`config.mk`:
```
export PLATFORM = sky130hd
export DESIGN_NAME = printf_conversion_spec_parser
export DESIGN_NICKNAME = d
export VERILOG_FILES = /design/src/hdl/pcsp_pkg.sv /design/src/hdl/pcsp_step.sv /design/src/hdl/printf_conversion_spec_parser.sv
export SDC_FILE = /design/constraint.sdc
export NUM_CORES = 1
export LEC_CHECK = 0
export ABC_AREA = 1
export BUFFER_PORTS_ARGS = -buffer_cell sky130_fd_sc_hd__clkbuf_2
export CORE_UTILIZATION = 55
export DETAILED_ROUTE_END_ITERATION = 6
export GPL_ROUTABILITY_DRIVEN = 0
export PLACE_DENSITY = 0.78
export SYNTH_ARGS = -nofsm -noshare
export SYNTH_HDL_FRONTEND = slang
export SYNTH_SLANG_ARGS = --single-unit
```
`constraint.sdc`:
```
create_clock -name i_clk -period 3.8 [get_ports i_clk]
set_clock_uncertainty 0.1 [all_clocks]
set_input_delay 0.57 -clock i_clk [delete_from_list [all_inputs] [get_ports i_clk]]
set_output_delay 0.57 -clock i_clk [all_outputs]
set_load 0.02 [all_outputs]
```
`src/hdl/pcsp_pkg.sv`:
```
package pcsp_pkg;

    // limits of the number fields
    localparam logic [11:0] MAX_WIDTH     = 12'd256;
    localparam logic [11:0] MAX_PRECISION = 12'd192;

    // modifier kinds
    localparam logic [1:0] MOD_NONE = 2'd0;
    localparam logic [1:0] MOD_L    = 2'd1;
    localparam logic [1:0] MOD_H    = 2'd2;
    localparam logic [1:0] MOD_BIGL = 2'd3;

    // number field targets
    localparam logic [1:0] TGT_WIDTH  = 2'd0;
    localparam logic [1:0] TGT_PREC   = 2'd1;
    localparam logic [1:0] TGT_CLOSED = 2'd2;

    // slot types
    localparam logic [3:0] SLOT_UNSUPPORTED = 4'd0;
    localparam logic [3:0] SLOT_PERCENT     = 4'd1;
    localparam logic [3:0] SLOT_INT         = 4'd2;
    localparam logic [3:0] SLOT_UINT        = 4'd3;
    localparam logic [3:0] SLOT_FLOAT       = 4'd4;
    localparam logic [3:0] SLOT_STRING      = 4'd5;
    localparam logic [3:0] SLOT_CHAR        = 4'd6;
    localparam logic [3:0] SLOT_SHORT       = 4'd7;
    localparam logic [3:0] SLOT_LONG64      = 4'd8;
    localparam logic [3:0] SLOT_LONG        = 4'd9;
    localparam logic [3:0] SLOT_UCHAR       = 4'd10;
    localparam logic [3:0] SLOT_USHORT      = 4'd11;
    localparam logic [3:0] SLOT_ULONG       = 4'd12;
    localparam logic [3:0] SLOT_ULONG64     = 4'd13;
    localparam logic [3:0] SLOT_LONGDOUBLE  = 4'd14;

    // error codes
    localparam logic [3:0] ERR_NONE          = 4'd0;
    localparam logic [3:0] ERR_EXTRA_NUMBER  = 4'd1;
    localparam logic [3:0] ERR_PREC_LARGE    = 4'd2;
    localparam logic [3:0] ERR_WIDTH_LARGE   = 4'd3;
    localparam logic [3:0] ERR_MOD_UNSUPP    = 4'd4;
    localparam logic [3:0] ERR_TYPE_UNSUPP   = 4'd5;
    localparam logic [3:0] ERR_TOO_MANY_MODS = 4'd6;
    localparam logic [3:0] ERR_DOTS          = 4'd7;
    localparam logic [3:0] ERR_DOLLAR        = 4'd8;
    localparam logic [3:0] ERR_STAR_WIDTH    = 4'd9;
    localparam logic [3:0] ERR_STAR_PREC     = 4'd10;
    localparam logic [3:0] ERR_FLAG_ORDER    = 4'd11;
    localparam logic [3:0] ERR_BAD_CHAR      = 4'd12;
    localparam logic [3:0] ERR_NO_TYPE       = 4'd13;

    // character codes
    localparam logic [7:0] CH_NUL    = 8'h00;
    localparam logic [7:0] CH_SPACE  = 8'h20;
    localparam logic [7:0] CH_HASH   = 8'h23;
    localparam logic [7:0] CH_DOLLAR = 8'h24;
    localparam logic [7:0] CH_PCT    = 8'h25;
    localparam logic [7:0] CH_STAR   = 8'h2A;
    localparam logic [7:0] CH_PLUS   = 8'h2B;
    localparam logic [7:0] CH_MINUS  = 8'h2D;
    localparam logic [7:0] CH_DOT    = 8'h2E;
    localparam logic [7:0] CH_ZERO   = 8'h30;
    localparam logic [7:0] CH_NINE   = 8'h39;
    localparam logic [7:0] CH_UA     = 8'h41;
    localparam logic [7:0] CH_UC     = 8'h43;
    localparam logic [7:0] CH_UE     = 8'h45;
    localparam logic [7:0] CH_UF     = 8'h46;
    localparam logic [7:0] CH_UG     = 8'h47;
    localparam logic [7:0] CH_UL     = 8'h4C;
    localparam logic [7:0] CH_US     = 8'h53;
    localparam logic [7:0] CH_UX     = 8'h58;
    localparam logic [7:0] CH_UZ     = 8'h5A;
    localparam logic [7:0] CH_BSLASH = 8'h5C;
    localparam logic [7:0] CH_LA     = 8'h61;
    localparam logic [7:0] CH_LC     = 8'h63;
    localparam logic [7:0] CH_LD     = 8'h64;
    localparam logic [7:0] CH_LE     = 8'h65;
    localparam logic [7:0] CH_LF     = 8'h66;
    localparam logic [7:0] CH_LG     = 8'h67;
    localparam logic [7:0] CH_LH     = 8'h68;
    localparam logic [7:0] CH_LI     = 8'h69;
    localparam logic [7:0] CH_LJ     = 8'h6A;
    localparam logic [7:0] CH_LL     = 8'h6C;
    localparam logic [7:0] CH_LM     = 8'h6D;
    localparam logic [7:0] CH_LN     = 8'h6E;
    localparam logic [7:0] CH_LO     = 8'h6F;
    localparam logic [7:0] CH_LQ     = 8'h71;
    localparam logic [7:0] CH_LS     = 8'h73;
    localparam logic [7:0] CH_LT     = 8'h74;
    localparam logic [7:0] CH_LU     = 8'h75;
    localparam logic [7:0] CH_LX     = 8'h78;
    localparam logic [7:0] CH_LZ     = 8'h7A;

    // running parser state
    typedef struct packed {
        logic       in_spec;
        logic [1:0] modifier_kind;
        logic [1:0] h_count;
        logic [1:0] l_count;
        logic [1:0] big_l_count;
        logic [8:0] width_acc;
        logic [7:0] precision_acc;
        logic [1:0] number_target;
        logic       dot_seen;
    } t_state;

    // one result item
    typedef struct packed {
        logic [3:0] slot_type;
        logic [3:0] error_code;
        logic [8:0] field_width;
        logic [7:0] field_precision;
        logic [7:0] bad_char;
    } t_result;

    localparam t_state STATE_CLEAR = '{
        in_spec:       1'b0,
        modifier_kind: MOD_NONE,
        h_count:       2'd0,
        l_count:       2'd0,
        big_l_count:   2'd0,
        width_acc:     9'd0,
        precision_acc: 8'd0,
        number_target: TGT_WIDTH,
        dot_seen:      1'b0
    };

endpackage

```
`src/hdl/pcsp_step.sv`:
```
module pcsp_step
    import pcsp_pkg::*;
(
    input  t_state     i_state,
    input  logic [7:0] i_ch,
    output t_state     o_state,
    output logic       o_emit,
    output t_result    o_result
);

    t_state      s;
    logic        fin;
    logic [3:0]  f_type;
    logic [3:0]  f_err;
    logic [3:0]  digit;
    logic [11:0] w_next;
    logic [11:0] p_next;
    logic        sgn;

    // candidate values of the number fields for a digit
    assign digit  = i_ch[3:0];
    assign w_next = {i_state.width_acc, 3'b000} + {2'b00, i_state.width_acc, 1'b0}
                  + {8'd0, digit};
    assign p_next = {1'b0, i_state.precision_acc, 3'b000}
                  + {3'b000, i_state.precision_acc, 1'b0} + {8'd0, digit};
    assign sgn    = (i_ch == CH_LD) || (i_ch == CH_LI);

    // one character of parsing
    always_comb begin
        s      = i_state;
        fin    = 1'b0;
        f_type = SLOT_UNSUPPORTED;
        f_err  = ERR_NONE;
        if (!i_state.in_spec) begin
            if (i_ch == CH_PCT) begin
                s         = STATE_CLEAR;
                s.in_spec = 1'b1;
            end
        end else if (i_ch == CH_NUL) begin
            fin   = 1'b1;
            f_err = ERR_NO_TYPE;
        end else if (i_ch >= CH_ZERO && i_ch <= CH_NINE) begin
            if (i_state.number_target == TGT_CLOSED) begin
                fin   = 1'b1;
                f_err = ERR_EXTRA_NUMBER;
            end else if (i_state.number_target == TGT_PREC) begin
                if (p_next > MAX_PRECISION) begin
                    s.precision_acc = MAX_PRECISION[7:0];
                    fin             = 1'b1;
                    f_err           = ERR_PREC_LARGE;
                end else begin
                    s.precision_acc = p_next[7:0];
                end
            end else begin
                if (w_next > MAX_WIDTH) begin
                    s.width_acc = MAX_WIDTH[8:0];
                    fin         = 1'b1;
                    f_err       = ERR_WIDTH_LARGE;
                end else begin
                    s.width_acc = w_next[8:0];
                end
            end
        end else begin
            // a non-digit closes a nonzero active field
            if (i_state.number_target == TGT_PREC && i_state.precision_acc != 8'd0) begin
                s.number_target = TGT_CLOSED;
            end else if (i_state.number_target == TGT_WIDTH
                         && i_state.width_acc != 9'd0) begin
                s.number_target = TGT_CLOSED;
            end
            unique case (i_ch)
                CH_LD, CH_LI, CH_LO, CH_LU, CH_LX, CH_UX: begin
                    fin = 1'b1;
                    if (i_state.h_count == 2'd0 && i_state.l_count == 2'd0) begin
                        f_type = sgn ? SLOT_INT : SLOT_UINT;
                    end else if (i_state.h_count == 2'd1) begin
                        f_type = sgn ? SLOT_SHORT : SLOT_USHORT;
                    end else if (i_state.h_count == 2'd2) begin
                        f_type = sgn ? SLOT_CHAR : SLOT_UCHAR;
                    end else if (i_state.l_count == 2'd1) begin
                        f_type = sgn ? SLOT_LONG : SLOT_ULONG;
                    end else if (i_state.l_count == 2'd2) begin
                        f_type = sgn ? SLOT_LONG64 : SLOT_ULONG64;
                    end else begin
                        f_err = (i_state.modifier_kind != MOD_NONE) ? ERR_MOD_UNSUPP
                                                                    : ERR_NONE;
                    end
                end
                CH_LE, CH_UE, CH_LF, CH_UF, CH_LG, CH_UG, CH_LA, CH_UA: begin
                    fin    = 1'b1;
                    f_type = (i_state.big_l_count == 2'd0) ? SLOT_FLOAT : SLOT_LONGDOUBLE;
                end
                CH_LC, CH_LS: begin
                    fin = 1'b1;
                    if (i_state.modifier_kind != MOD_NONE) begin
                        f_err = ERR_MOD_UNSUPP;
                    end else begin
                        f_type = (i_ch == CH_LC) ? SLOT_UCHAR : SLOT_STRING;
                    end
                end
                CH_PCT: begin
                    fin    = 1'b1;
                    f_type = SLOT_PERCENT;
                end
                CH_BSLASH: begin
                    fin = 1'b0;
                end
                CH_UC, CH_US, CH_LN, CH_LM: begin
                    fin   = 1'b1;
                    f_err = ERR_TYPE_UNSUPP;
                end
                CH_LL: begin
                    if (i_state.modifier_kind == MOD_NONE) begin
                        s.modifier_kind = MOD_L;
                        s.l_count       = i_state.l_count + 2'd1;
                    end else if (i_state.modifier_kind != MOD_L || i_state.l_count >= 2'd2) begin
                        fin   = 1'b1;
                        f_err = ERR_TOO_MANY_MODS;
                    end else begin
                        s.l_count = i_state.l_count + 2'd1;
                    end
                end
                CH_LH: begin
                    if (i_state.modifier_kind == MOD_NONE) begin
                        s.modifier_kind = MOD_H;
                        s.h_count       = i_state.h_count + 2'd1;
                    end else if (i_state.modifier_kind != MOD_H || i_state.h_count >= 2'd2) begin
                        fin   = 1'b1;
                        f_err = ERR_TOO_MANY_MODS;
                    end else begin
                        s.h_count = i_state.h_count + 2'd1;
                    end
                end
                CH_UL: begin
                    s.big_l_count = i_state.big_l_count + 2'd1;
                    if (i_state.modifier_kind != MOD_NONE) begin
                        fin   = 1'b1;
                        f_err = ERR_TOO_MANY_MODS;
                    end else begin
                        s.modifier_kind = MOD_BIGL;
                    end
                end
                CH_LJ, CH_LQ, CH_LT, CH_LZ, CH_UZ: begin
                    fin   = 1'b1;
                    f_err = ERR_MOD_UNSUPP;
                end
                CH_DOT: begin
                    if (i_state.dot_seen) begin
                        fin   = 1'b1;
                        f_err = ERR_DOTS;
                    end else begin
                        s.number_target = TGT_PREC;
                        s.dot_seen      = 1'b1;
                    end
                end
                CH_DOLLAR: begin
                    fin   = 1'b1;
                    f_err = ERR_DOLLAR;
                end
                CH_STAR: begin
                    fin   = 1'b1;
                    f_err = i_state.dot_seen ? ERR_STAR_PREC : ERR_STAR_WIDTH;
                end
                CH_MINUS, CH_PLUS, CH_SPACE, CH_HASH: begin
                    if (i_state.dot_seen) begin
                        fin   = 1'b1;
                        f_err = ERR_FLAG_ORDER;
                    end
                end
                default: begin
                    fin   = 1'b1;
                    f_err = ERR_BAD_CHAR;
                end
            endcase
        end

        // result fields come from the fields as updated by this character
        o_result.slot_type       = f_type;
        o_result.error_code      = f_err;
        o_result.field_width     = s.width_acc;
        o_result.field_precision = s.precision_acc;
        o_result.bad_char        = i_ch;
        o_emit                   = fin;
        o_state                  = fin ? STATE_CLEAR : s;
    end

endmodule

```
`src/hdl/printf_conversion_spec_parser.sv`:
```
// Parses printf conversion specifiers from a stream of format-string bytes, one byte per
// item. Bytes outside a specifier produce nothing; '%' opens a specifier, and the byte that
// ends it (a conversion character, an error, or NUL) produces one result item with the slot
// type, error code, width, precision and the ending byte. Throughput is one byte per clock
// while the output is not stalled: a byte is captured in an input register, parsed
// combinationally against the running state, and its result lands in an output register.
// The output register stalls the parse stage only when it holds a result that has not
// been taken; no reset sequence is needed beyond the synchronous reset.
module printf_conversion_spec_parser
    import pcsp_pkg::*;
(
    input  logic       i_clk,
    input  logic       i_rst_n,
    input  logic       i_valid,
    output logic       o_ready,
    input  logic [7:0] i_ch,
    output logic       o_valid,
    input  logic       i_ready,
    output logic [3:0] o_slot_type,
    output logic [3:0] o_error_code,
    output logic [8:0] o_field_width,
    output logic [7:0] o_field_precision,
    output logic [7:0] o_bad_char
);

    logic       r_in_valid;
    logic [7:0] r_ch;
    t_state     r_state;
    t_state     n_state;
    logic       r_out_valid;
    t_result    r_result;
    t_result    n_result;
    logic       n_emit;
    logic       fire;

    // parse stage runs whenever a byte is held and the output register can take a result
    assign fire    = r_in_valid && (!r_out_valid || i_ready);
    assign o_ready = !r_in_valid || fire;

    pcsp_step u_step (
        .i_state  (r_state),
        .i_ch     (r_ch),
        .o_state  (n_state),
        .o_emit   (n_emit),
        .o_result (n_result)
    );

    // input register
    always_ff @(posedge i_clk) begin
        if (!i_rst_n) begin
            r_in_valid <= 1'b0;
        end else if (o_ready) begin
            r_in_valid <= i_valid;
        end
        if (o_ready && i_valid) begin
            r_ch <= i_ch;
        end
    end

    // parser state
    always_ff @(posedge i_clk) begin
        if (!i_rst_n) begin
            r_state <= STATE_CLEAR;
        end else if (fire) begin
            r_state <= n_state;
        end
    end

    // output register
    always_ff @(posedge i_clk) begin
        if (!i_rst_n) begin
            r_out_valid <= 1'b0;
        end else if (fire) begin
            r_out_valid <= n_emit;
        end else if (i_ready) begin
            r_out_valid <= 1'b0;
        end
        if (fire && n_emit) begin
            r_result <= n_result;
        end
    end

    assign o_valid           = r_out_valid;
    assign o_slot_type       = r_result.slot_type;
    assign o_error_code      = r_result.error_code;
    assign o_field_width     = r_result.field_width;
    assign o_field_precision = r_result.field_precision;
    assign o_bad_char        = r_result.bad_char;

endmodule

```
==> qor.log, run 1 <==
[status] outcome complete, but fails checks
[status] violations in the final reports design-rule violations
[worst_setup_path] endpoint of the worst setup timing path o_field_width[2]$_DFFE_PP_
[timing] unrepaired setup endpoints after global routing no
[worst_setup_path] sequence of cells on the critical path inv_1 -> fa_1 -> inv_1 -> fa_1 -> nand2_1 -> inv_1 -> nor2_1 -> nor2_1 -> nand3_1 -> nor2_1 -> nand2_1 -> nand2_2 -> nand3_4 -> nand2_2 -> nand2_2 -> nand2_4 -> nand2_4 -> nand3_1 -> inv_1 -> buf_4
[layout] storage element area 1852 um2
[die] die footprint 9640 um2
[worst_setup_path] slowest cell on the critical path sky130_fd_sc_hd__fa_1
[global_route] sum of overflow across all layers after global routing 0
[place] HPWL after detailed placement 9539 um
[synthesis] area of the mapped netlist 5089 um2
[global_route] Total Routing Usage GR 26.34%
[synthesis] Post-Syn Area per Cell 7.208 um2
[route] drt drc 7
[synthesis] share of the synthesized area in the top cell type 24.19%
[worst_setup_path] delay contributed by the slowest stage of the critical path 0.55 ns
[timing] setup TNS 0 ns
[route] wire length the detailed router placed on met1 5517 um
[place] IO buf count 46
[worst_setup_path] category of the worst setup path capture point flip-flop
[synthesis] cells after synthesis 706
[synthesis] Seq/Total Area, Yosys 36.39%
[synthesis] Yosys warning count 0
[worst_setup_path] Worst Setup SP r_state[11]$_SDFFE_PN0P_
[layout] area of combinational cells with multiple inputs 2771 um2
[cts] Inserted Clock Buffers 9
[synthesis] Post-synth EDFFs 41
[worst_setup_path] required time of the critical path 3.75 ns
[flow_run] maxcap violations 0
[die] overall die width 98.19 um
[pwr] Cell Pwr Density 283.3 nW/um2
[die] starting density of the core 57.51%
[worst_setup_path] library cell appearing most often on the critical path sky130_fd_sc_hd__inv_1
[route] routed wire length on met2 5823 um
[synthesis] main area contributors after synthesis sky130_fd_sc_hd__edfxtp_1, sky130_fd_sc_hd__nand2_1, sky130_fd_sc_hd__dfxtp_1
[global_route] vias in the first global route 4587
[pwr] maximum VDD drop 0.1744 mV
[route] vias after detailed routing 4982
[timing] Tmin final 3.500 ns
[synthesis] post-synthesis cell type with the largest combined area sky130_fd_sc_hd__edfxtp_1
[layout] number of diodes 0
[worst_setup_path] number of gates on the worst path with buffers counted 20
[pwr] Pleak 0.002646 uW
[layout] FILL cells 770
[cts] TritonCTS Sinks 72
[cts] root buffer selected by CTS sky130_fd_sc_hd__clkbuf_8
[layout] signed area change from the synthesized netlist to the final layout 11.36%
[route] Routed Antenna Nets 0
[layout] final core area utilization 64.04%
[worst_hold_path] origin of the worst min-delay path i_ch[5]
[worst_setup_path] buffers and inverters on the worst path 5
[worst_setup_path] kind of start point of the critical path flip-flop
[route] highest metal layer with signal wires met4
[timing] transition time at the pin with the least slew margin 0.7738 ns
[worst_setup_path] Crit path arrival time 3.45 ns
[timing] portion of the clock cycle consumed by the worst path in the final layout 92.11%
[global_route] initial antenna violation count 0
[layout] number of nets in the layout 814
[timing] total count of max-transition violations in the final report 0
[worst_setup_path] end of the worst register-to-register path o_field_width[2]$_DFFE_PP_
[global_route] global-route wire length before repair 20610 um
[cts] CTS tree built
[route] first-pass detailed-route iteration total 7
[worst_setup_path] critical register-to-register path startpoint r_state[11]$_SDFFE_PN0P_
[cts] maximum clock insertion buffer count 2
[cts] worst-skew pair later-pin latency 0.35 ns
[worst_setup_path] Crit Path Class reg2reg
[die] std cell rows 34
[timing] Setup Viol. Count Final 0
[worst_setup_path] flop2flop setup slack 0.30 ns
[global_route] largest net degree at the start of global routing 27
[cts] H-tree lvl count 3
[timing] fmax 285.7 MHz
[layout] ratio of cells with drive above 1 in the final layout 13.61%
[synthesis] fraction of registers with async set/reset 0%
[synthesis] Synthesized Nets 761
[route] routed wirelength normalized by instance count 14.26 um
[die] die span in y 98.19 um
[route] met3 wire len 836 um
[cts] clock slew seen by the registers of the worst setup and hold paths 0.08 ns
[worst_setup_path] Top Family by Delay on Critical Path simple AND/OR/NAND/NOR gates
[synthesis] predominant post-synthesis flop cell sky130_fd_sc_hd__edfxtp_1
[synthesis] cell with the most instances after synthesis sky130_fd_sc_hd__nand2_1
[timing] final hold violation count 0
[die] I/O pin cnt 47
[route] First DRT Iteration DRCs 358
[synthesis] Yosys reg bits 72
[timing] Slew headroom 48.09%
[worst_hold_path] Tightest Hold Check Type in2reg
[die] Core Area 8848 um2
[worst_setup_path] largest driver fanout on the critical path 14
[worst_setup_path] count of cells along the worst register-to-register path 20
[synthesis] synth cell count leaders sky130_fd_sc_hd__nand2_1, sky130_fd_sc_hd__inv_1, sky130_fd_sc_hd__nor2_1
[synthesis] library cells used by synthesis 42
[route] routed wire length 12440 um
[route] DR vias/cell 5.713
==> metal layers <==
layer	track usage (%)	vias to the layer above
met5	0	-
met4	8.496	0
met3	4.510	33
met2	44.26	218
met1	34.61	2273
li1	-	2458
==> layout make-up <==
class | count | area share, %
Clock inverter | 7 | 1.700
Tap cell | 108 | 2.385
Multi-Input combinational cell | 514 | 48.91
Clock buffer | 9 | 2.186
Sequential cell | 72 | 32.68
Inverter | 110 | 7.286
Timing Repair Buffer | 52 | 4.858
==> cell families (layout without fill, tap and decap cells) <==
kind of cell / Yosys count / count (layout) / share of synthesized area, %
compound gates: 113 / 113 / 12.25
xor+xnor: 3 / 3 / 0.5164
fa+ha+maj: 43 / 43 / 11.16
buf+inv: 120 / 178 / 9.146
flops: 72 / 72 / 36.39
simple gates: 355 / 355 / 30.54
==> power breakdown <==
part	leakage, uW	switching (uW)	internal [uW]	total (uW)
logic	0.00192	64.7	26.6	91.3
clock network	0.000103	303	369	672
registers	0.000620	15.2	826	842
==> stage by stage <==
stage          hold slack, ns  power (uW)  instances  setup slack (ns)  area [um2]
2_1_floorplan          0.3206       917.2        706            0.1646        5089
4_1_cts                0.2745        1612        871            0.2390        5659
5_1_grt                0.2735        1654        872           0.03576        5667
6_report               0.2914        1605        872            0.2999        5667
3_3_place_gp           0.3724       943.3        855            0.4062        5439
3_5_place_dp           0.3803       945.8        855            0.2616        5439
==> worst min-delay path by stage <==
stage / end / slack [ns] / cells past startpoint
finish: r_ch[5]$_DFFE_PP_ / 0.29 / 1
global route: r_ch[0]$_DFFE_PP_ / 0.27 / 1
CTS: r_ch[0]$_DFFE_PP_ / 0.27 / 1
detailed placement: r_state[21]$_SDFFE_PN0P_ / 0.38 / 2
global placement: r_state[21]$_SDFFE_PN0P_ / 0.37 / 2
floorplan: o_bad_char[0]$_DFFE_PP_ / 0.32 / 0
==> state kept, by name, indices dropped and copies added (netlist names) <==
register           cells
r_in_valid             1
o_field_width          9
o_valid                1
o_bad_char             8
o_error_code           4
r_ch                   8
r_state               29
o_field_precision      8
o_slot_type            4
==> cell usage in the layout (no fill, tap or decap), drive strengths merged <==
| master | instances |
|---|---|
| a211oi | 1 |
| a21o | 1 |
| a21oi | 61 |
| a221oi | 1 |
| a31oi | 1 |
| a41oi | 3 |
| buf | 6 |
| bufinv | 2 |
| clkbuf | 55 |
| clkinv | 6 |
| clkinvlp | 2 |
| dfxtp | 31 |
| edfxtp | 41 |
| fa | 4 |
| ha | 39 |
| inv | 107 |
| nand2 | 186 |
| nand3 | 62 |
| nand3b | 1 |
| nand4 | 14 |
| nor2 | 78 |
| nor3 | 12 |
| nor4 | 1 |
| o2111ai | 2 |
| o211ai | 2 |
| o21a | 1 |
| o21ai | 30 |
| o22ai | 8 |
| o32ai | 1 |
| o41ai | 1 |
| or2 | 1 |
| xnor2 | 1 |
| xor2 | 2 |
==> repair_timing <==
| item | CTS | global route |
|---|---|---|
| resized for setup | 0 | 0 |
| hold buffers | 0 | 0 |
| setup buffers | 0 | 1 |
| endpoints found under the setup margin | 0 | 34 |
No activity file was read; power rests on OpenSTA's default activity.
==> inputs of run 2 (changes only) <==
Settings changed: BUFFER_PORTS_ARGS -buffer_cell sky130_fd_sc_hd__clkbuf_2 to -buffer_cell sky130_fd_sc_hd__buf_2.
==> run 2 against run 1 <==
  * The run still ends with design-rule violations left
  * Total power decreased by 5.2%
  * Sequential power about the same
  * Flip-flop and latch count unchanged
  * Non-clock buffer count unchanged
  * Routed wire length decreased by 0.72%
  * Global-route usage decreased by 0.25 points
  * Worst hold slack got worse by 0.016 ns
  * Sequential share of layout area increased by 0.16 points
  * Utilization decreased by 0.31 points
  * Critical path type unchanged
  * Critical endpoint is now o_field_width[0]$_DFFE_PP_
  * Largest cell class unchanged
  * Largest power group unchanged
  * Highest routed layer unchanged
==> qor.log, run 2 (synthesized netlist as in run 1, its figures left out) <==
[status] outcome complete, but fails checks
[status] violations in the final reports design-rule violations
[layout] signed area change from the synthesized netlist to the final layout 10.82%
[timing] Setup Viol. Count Final 0 [unchanged]
[cts] H-tree lvl count 3 [unchanged]
[pwr] Pleak 0.002617 uW [-1.1%]
[layout] final core area utilization 63.73% [-0.31 points]
[worst_setup_path] slowest cell on the critical path sky130_fd_sc_hd__edfxtp_1
[pwr] sequential share of power 55.3% [+2.9 points]
[pwr] switching power 419.9 uW [+9.6%]
[pwr] Comb pwr share 6.0% [+0.3 points]
[worst_setup_path] delay contributed by the slowest stage of the critical path 0.56 ns [about the same]
[pwr] internal power of the cells 1102 uW [-9.8%]
[timing] transition time at the pin with the least slew margin 0.7832 ns [+0.009347 ns]
[route] vias after detailed routing 4914 [-1.4%]
[route] routed wirelength normalized by instance count 14.16 um [-0.72%]
[timing] fmax 283.1 MHz [-0.93%]
[cts] maximum clock insertion buffer count 2 [unchanged]
[layout] number of diodes 0 [unchanged]
[route] routed wire length 12350 um [-0.72%]
[route] Routed Antenna Nets 0 [unchanged]
[pwr] fraction of power spent switching nets 27.59% [+3.7 points]
[worst_setup_path] category of the worst setup path capture point flip-flop
[route] First DRT Iteration DRCs 427 [+19%]
[pwr] Cell Pwr Density 269.9 nW/um2 [-4.7%]
[die] overall die width 98.19 um [unchanged]
[die] std cell rows 34 [unchanged]
[cts] TritonCTS Sinks 72 [unchanged]
[cts] Inserted Clock Buffers 9 [unchanged]
[layout] register with the highest flop count r_state
[place] IO buf count 46 [unchanged]
[die] die footprint 9640 um2 [unchanged]
[pwr] total design power 1522 uW [-5.2%]
[worst_setup_path] Crit path arrival time 3.49 ns [+0.04 ns]
[place] Placement Setup Slack 0.2341 ns [-0.02744 ns]
[timing] setup TNS 0 ns [unchanged]
[global_route] initial antenna violation count 0 [unchanged]
[worst_setup_path] Crit Path Class reg2reg
[pwr] share of total power in the clock network 38.7% [-3.2 points]
[global_route] global-route wire length before repair 20290 um [-1.5%]
[die] I/O pin cnt 47 [unchanged]
[layout] number of nets in the layout 814 [unchanged]
[layout] final design area excluding fillers 5639 um2 [-0.49%]
[layout] FILL cells 789 [+2.5%]
[layout] flip-flop count of the largest register after layout 29 [unchanged]
[route] drt drc 7 [unchanged]
[die] starting density of the core 57.51% [unchanged]
[layout] most frequent standard cell in the layout excluding fill and tap cells sky130_fd_sc_hd__nand2_1
[flow_run] maxcap violations 0 [unchanged]
[global_route] vias in the first global route 4480 [-2.3%]
[cts] CTS tree built
[route] first-pass detailed-route iteration total 7 [unchanged]
[layout] ratio of cells with drive above 1 in the final layout 13.87% [+0.26 points]
[cts] root buffer selected by CTS sky130_fd_sc_hd__clkbuf_8
[worst_setup_path] kind of start point of the critical path flip-flop
[route] DR vias/cell 5.635 [-1.4%]
[worst_setup_path] Top Family by Delay on Critical Path simple AND/OR/NAND/NOR gates
[timing] Slew headroom 47.47% [-0.63 points]
[worst_hold_path] Tightest Hold Check Type in2reg
[die] die span in y 98.19 um [unchanged]
[timing] portion of the clock cycle consumed by the worst path in the final layout 92.97% [+0.86 points]
[global_route] largest net degree at the start of global routing 27 [unchanged]
[die] Core Area 8848 um2 [unchanged]
[worst_setup_path] sequence of cells on the critical path ha_1 -> ha_1 -> fa_1 -> nand2_1 -> inv_1 -> nor2_1 -> nor2_1 -> nand3_1 -> nor2_1 -> nand2_1 -> nand2_2 -> nand3_4 -> nand2_2 -> nand2_2 -> nand2_4 -> nand2_4 -> nand3_1 -> inv_1 -> buf_4
[worst_setup_path] required time of the critical path 3.76 ns [about the same]
[layout] top library cells by usage in the layout, fill and taps aside sky130_fd_sc_hd__nand2_1, sky130_fd_sc_hd__inv_1, sky130_fd_sc_hd__nor2_1
[cts] worst-skew pair later-pin latency 0.37 ns [+0.02 ns]
[timing] final hold violation count 0 [unchanged]
[place] HPWL after detailed placement 9347 um [-2.0%]
[global_route] sum of overflow across all layers after global routing 0 [unchanged]
[timing] Tmin final 3.533 ns [+0.03277 ns]
[cts] clock slew seen by the registers of the worst setup and hold paths 0.09 ns [about the same]
[global_route] Total Routing Usage GR 26.09% [-0.25 points]
[place] instance area after placement 5439 um2 [unchanged]
[timing] total count of max-transition violations in the final report 0 [unchanged]
[worst_setup_path] buffers and inverters on the worst path 3 [-2]
[pwr] maximum VDD drop 0.1536 mV [-12%]
[timing] worst setup margin 0.2672 ns [-0.03277 ns]
[timing] unrepaired setup endpoints after global routing no
[worst_setup_path] largest driver fanout on the critical path 14 [unchanged]
==> run 2: cell type report <==
class / instances / area [um2] / share of cell area [%]
Multi-Input combinational cell: 514 / 2779 / 49.28
Sequential cell: 72 / 1852 / 32.84
Inverter: 110 / 412.9 / 7.322
Timing Repair Buffer: 52 / 275.3 / 4.881
Tap cell: 108 / 135.1 / 2.396
Clock buffer: 9 / 123.9 / 2.197
Clock inverter: 7 / 61.31 / 1.087
==> run 2: timing repair <==
item / in CTS / in global routing
hold buffers: 0 / 0
setup buffers: 0 / 1
setup endpoints to repair: 0 / 35
resized for setup: 0 / 1
==> run 2: through the flow <==
stage / hold WS (ns) / cells
final: 0.2758 / 872
after global routing: 0.2599 / 872
after CTS: 0.2670 / 871
after detailed placement: 0.3818 / 855
after global placement: 0.3720 / 855
after floorplan: 0.3206 / 706
==> run 2: worst paths after layout <==
check,startpoint,endpoint,slack (ns),cells after the start
worst max-delay path,r_ch[2]$_DFFE_PP_,o_field_width[0]$_DFFE_PP_,0.27,19
worst min-delay path,i_ch[5],r_ch[5]$_DFFE_PP_,0.28,1
worst max register to register,r_ch[2]$_DFFE_PP_,o_field_width[0]$_DFFE_PP_,0.27,19
worst min register to register,r_state[21]$_SDFFE_PN0P_,r_state[21]$_SDFFE_PN0P_,0.39,2
==> run 2: power by group through the flow <==
stage / clock network (uW) / logic, uW / registers (uW)
after floorplan: 0 / 66.7 / 850
final: 589 / 91.6 / 841
after CTS: 594 / 86.6 / 842
after global placement: 0 / 84.2 / 859
after detailed placement: 0 / 85.6 / 860
after global routing: 620 / 102 / 843
==> run 2: layer usage <==
metal	track usage [%]	vias to the layer above	part of all wire [%]
met1	33.90	2244	45
li1	-	2458	-
met4	8.611	0	2.0
met3	5.512	28	6.4
met2	43.39	184	47
met5	0	-	0
==> inputs of run 3 (changes only) <==
Settings changed: CORE_UTILIZATION 55 to 23, PLACE_DENSITY 0.78 to default.
==> run 3 against run 2 <==
  * Sequential power barely moved
  * Critical endpoint is now o_slot_type[0]$_SDFFCE_PP0P_
  * The flow now finishes without violations
  * First-iteration DRC count is 21% lower
  * Combinational power grew 4.3%
==> qor.log, run 3 (synthesized netlist as in run 1, its figures left out) <==
[status] outcome completed
[place] instance area after placement 5662 um2 [+4.1%]
[cts] post-CTS setup repair buffer count 0 [unchanged]
[layout] number of diodes 0 [unchanged]
[layout] area of combinational cells with multiple inputs 2771 um2 [-0.27%]
[flow_run] maxcap violations 0 [unchanged]
[die] die span in y 150.7 um [+54%]
[worst_setup_path] required time of the critical path 3.78 ns [+0.02 ns]
[cts] H-tree lvl count 3 [unchanged]
[die] overall die width 150.7 um [+54%]
[timing] final hold violation count 0 [unchanged]
[timing] Tmin final 3.514 ns [-0.01860 ns]
[timing] Setup Viol. Count Final 0 [unchanged]
[layout] final design area excluding fillers 5976 um2 [+6.0%]
[worst_setup_path] flop2flop setup slack 0.29 ns [+0.02 ns]
[worst_hold_path] Tightest Hold Check Type in2reg
[cts] maximum clock insertion buffer count 2 [unchanged]
[worst_setup_path] kind of start point of the critical path flip-flop
[route] First DRT Iteration DRCs 336 [-21%]
[place] IO buf count 46 [unchanged]
[layout] flip-flop count of the largest register after layout 29 [unchanged]
[cts] root buffer selected by CTS sky130_fd_sc_hd__clkbuf_16
[worst_setup_path] category of the worst setup path capture point flip-flop
[layout] signed area change from the synthesized netlist to the final layout 17.43%
[worst_setup_path] Crit path arrival time 3.49 ns [about the same]
[cts] clock slew seen by the registers of the worst setup and hold paths 0.06 ns [-0.03 ns]
[timing] worst setup margin 0.2858 ns [+0.01860 ns]
[route] DR vias/cell 4.574 [-19%]
[worst_setup_path] largest driver fanout on the critical path 21 [+7]
[die] std cell rows 54 [+59%]
[layout] register with the highest flop count r_state
[global_route] largest net degree at the start of global routing 27 [unchanged]
[cts] CTS tree built
[timing] setup TNS 0 ns [unchanged]
[route] first-pass detailed-route iteration total 5 [-2]
[route] routed wirelength normalized by instance count 12.94 um [-8.6%]
[die] die footprint 22720 um2 [+140%]
[route] drt drc 0 [-7]
[cts] TritonCTS Sinks 72 [unchanged]
[layout] most frequent standard cell in the layout excluding fill and tap cells sky130_fd_sc_hd__nand2_1
[die] starting density of the core 23.39% [-34 points]
[worst_setup_path] Crit Path Class reg2reg
[timing] Slew headroom 47.17% [-0.30 points]
[layout] number of nets in the layout 814 [unchanged]
[route] Routed Antenna Nets 0 [unchanged]
[timing] total count of max-transition violations in the final report 0 [unchanged]
[place] Placement Setup Slack 0.3103 ns [+0.07616 ns]
[layout] storage element area 1852 um2 [unchanged]
[pwr] maximum VDD drop 0.1890 mV [+23%]
[timing] unrepaired setup endpoints after global routing no
[timing] hold slack 0.3021 ns [+0.02629 ns]
[die] I/O pin cnt 47 [unchanged]
[place] HPWL after detailed placement 10550 um [+13%]
[global_route] vias in the first global route 4453 [-0.60%]
[cts] Resized Gates After CTS 0 [unchanged]
[timing] transition time at the pin with the least slew margin 0.7876 ns [+0.004415 ns]
[pwr] Cell Pwr Density 305.1 nW/um2 [+13%]
[layout] top library cells by usage in the layout, fill and taps aside sky130_fd_sc_hd__nand2_1, sky130_fd_sc_hd__inv_1, sky130_fd_sc_hd__nor2_1
[cts] hold_buf cts 0 [unchanged]
[global_route] sum of overflow across all layers after global routing 0 [unchanged]
[route] vias after detailed routing 4775 [-2.8%]
[timing] fmax 284.6 MHz [+0.53%]
[cts] Inserted Clock Buffers 9 [unchanged]
[cts] worst-skew pair later-pin latency 0.34 ns [-0.03 ns]
[layout] FILL cells 2390 [+200%]
[timing] portion of the clock cycle consumed by the worst path in the final layout 92.48% [-0.49 points]
[layout] ratio of cells with drive above 1 in the final layout 13.74% [-0.13 points]
[pwr] Pleak 0.002678 uW [+2.3%]
[global_route] initial antenna violation count 0 [unchanged]
[global_route] global-route wire length before repair 21620 um [+6.5%]
[global_route] Total Routing Usage GR 12.06% [-14 points]
[route] routed wire length 13510 um [+9.4%]
[die] Core Area 21760 um2 [+150%]
run 3: cell types whose count changed in the layout (fill, tap and decap cells not counted):
cell                         change
sky130_fd_sc_hd__clkinvlp_4      -1
sky130_fd_sc_hd__clkbuf_8        -8
sky130_fd_sc_hd__inv_6           -1
sky130_fd_sc_hd__xnor2_2         -1
sky130_fd_sc_hd__xnor2_1         +1
sky130_fd_sc_hd__clkbuf_16       +9
sky130_fd_sc_hd__bufinv_16       +1
run 3: cell type report:
cell class | instances | area share [%]
Clock buffer | 10 | 3.999
Timing Repair Buffer | 52 | 4.606
Sequential cell | 72 | 30.99
Clock inverter | 6 | 1.256
Multi-Input combinational cell | 514 | 46.38
Inverter | 110 | 6.910
Tap cell | 280 | 5.863
run 3: final timing paths:
kind / to / cells past startpoint / startpoint
max: o_slot_type[0]$_SDFFCE_PP0P_ / 19 / r_ch[3]$_DFFE_PP_
min: r_ch[6]$_DFFE_PP_ / 1 / i_ch[6]
max reg2reg: o_slot_type[0]$_SDFFCE_PP0P_ / 19 / r_ch[3]$_DFFE_PP_
min reg2reg: r_state[21]$_SDFFE_PN0P_ / 2 / r_state[21]$_SDFFE_PN0P_
run 3: stage by stage:
step | utilization [%] | cells | total power (uW)
2_1_floorplan | - | 706 | 917.2
5_1_grt | 27.47 | 1044 | 1882
4_1_cts | 27.47 | 1044 | 1837
3_5_place_dp | 26.02 | 1028 | 950.1
6_report | 27.47 | 1044 | 1823
3_3_place_gp | 26.02 | 1028 | 950.0
run 3: power by group:
group | leakage [uW] | switching (uW) | total [uW] | internal (uW)
sequential | 0.000620 | 12.1 | 840 | 827
clock | 0.000152 | 351 | 888 | 536
combinational | 0.00191 | 68.1 | 95.5 | 27.4
total | 0.00268 | 432 | 1820 | 1390
run 3: worst max-delay path: stages (launching register included):
cell                       delay (ns)
sky130_fd_sc_hd__edfxtp_1        0.38
sky130_fd_sc_hd__inv_1           0.24
sky130_fd_sc_hd__fa_1            0.46
sky130_fd_sc_hd__inv_1           0.11
sky130_fd_sc_hd__fa_1            0.42
sky130_fd_sc_hd__nor2_1          0.12
sky130_fd_sc_hd__nand2_1         0.07
sky130_fd_sc_hd__nor2_1          0.10
sky130_fd_sc_hd__nand3_1         0.09
sky130_fd_sc_hd__nor2_1          0.11
sky130_fd_sc_hd__nand2_1         0.07
sky130_fd_sc_hd__nand2_2         0.08
sky130_fd_sc_hd__nand3_4         0.13
sky130_fd_sc_hd__nand2_2         0.10
sky130_fd_sc_hd__nand2_2         0.06
sky130_fd_sc_hd__nand2_4         0.11
sky130_fd_sc_hd__nand2_4         0.07
sky130_fd_sc_hd__nand3_1         0.11
sky130_fd_sc_hd__inv_1           0.07
sky130_fd_sc_hd__buf_4           0.22
run 3: routing by layer:
metal,vias up,wire length [um],global-route usage [%]
met1,2191,6284,15.34
met3,14,566,1.667
met4,0,187,4.050
li1,2460,-,-
met2,110,6468,20.78
met5,-,0,0
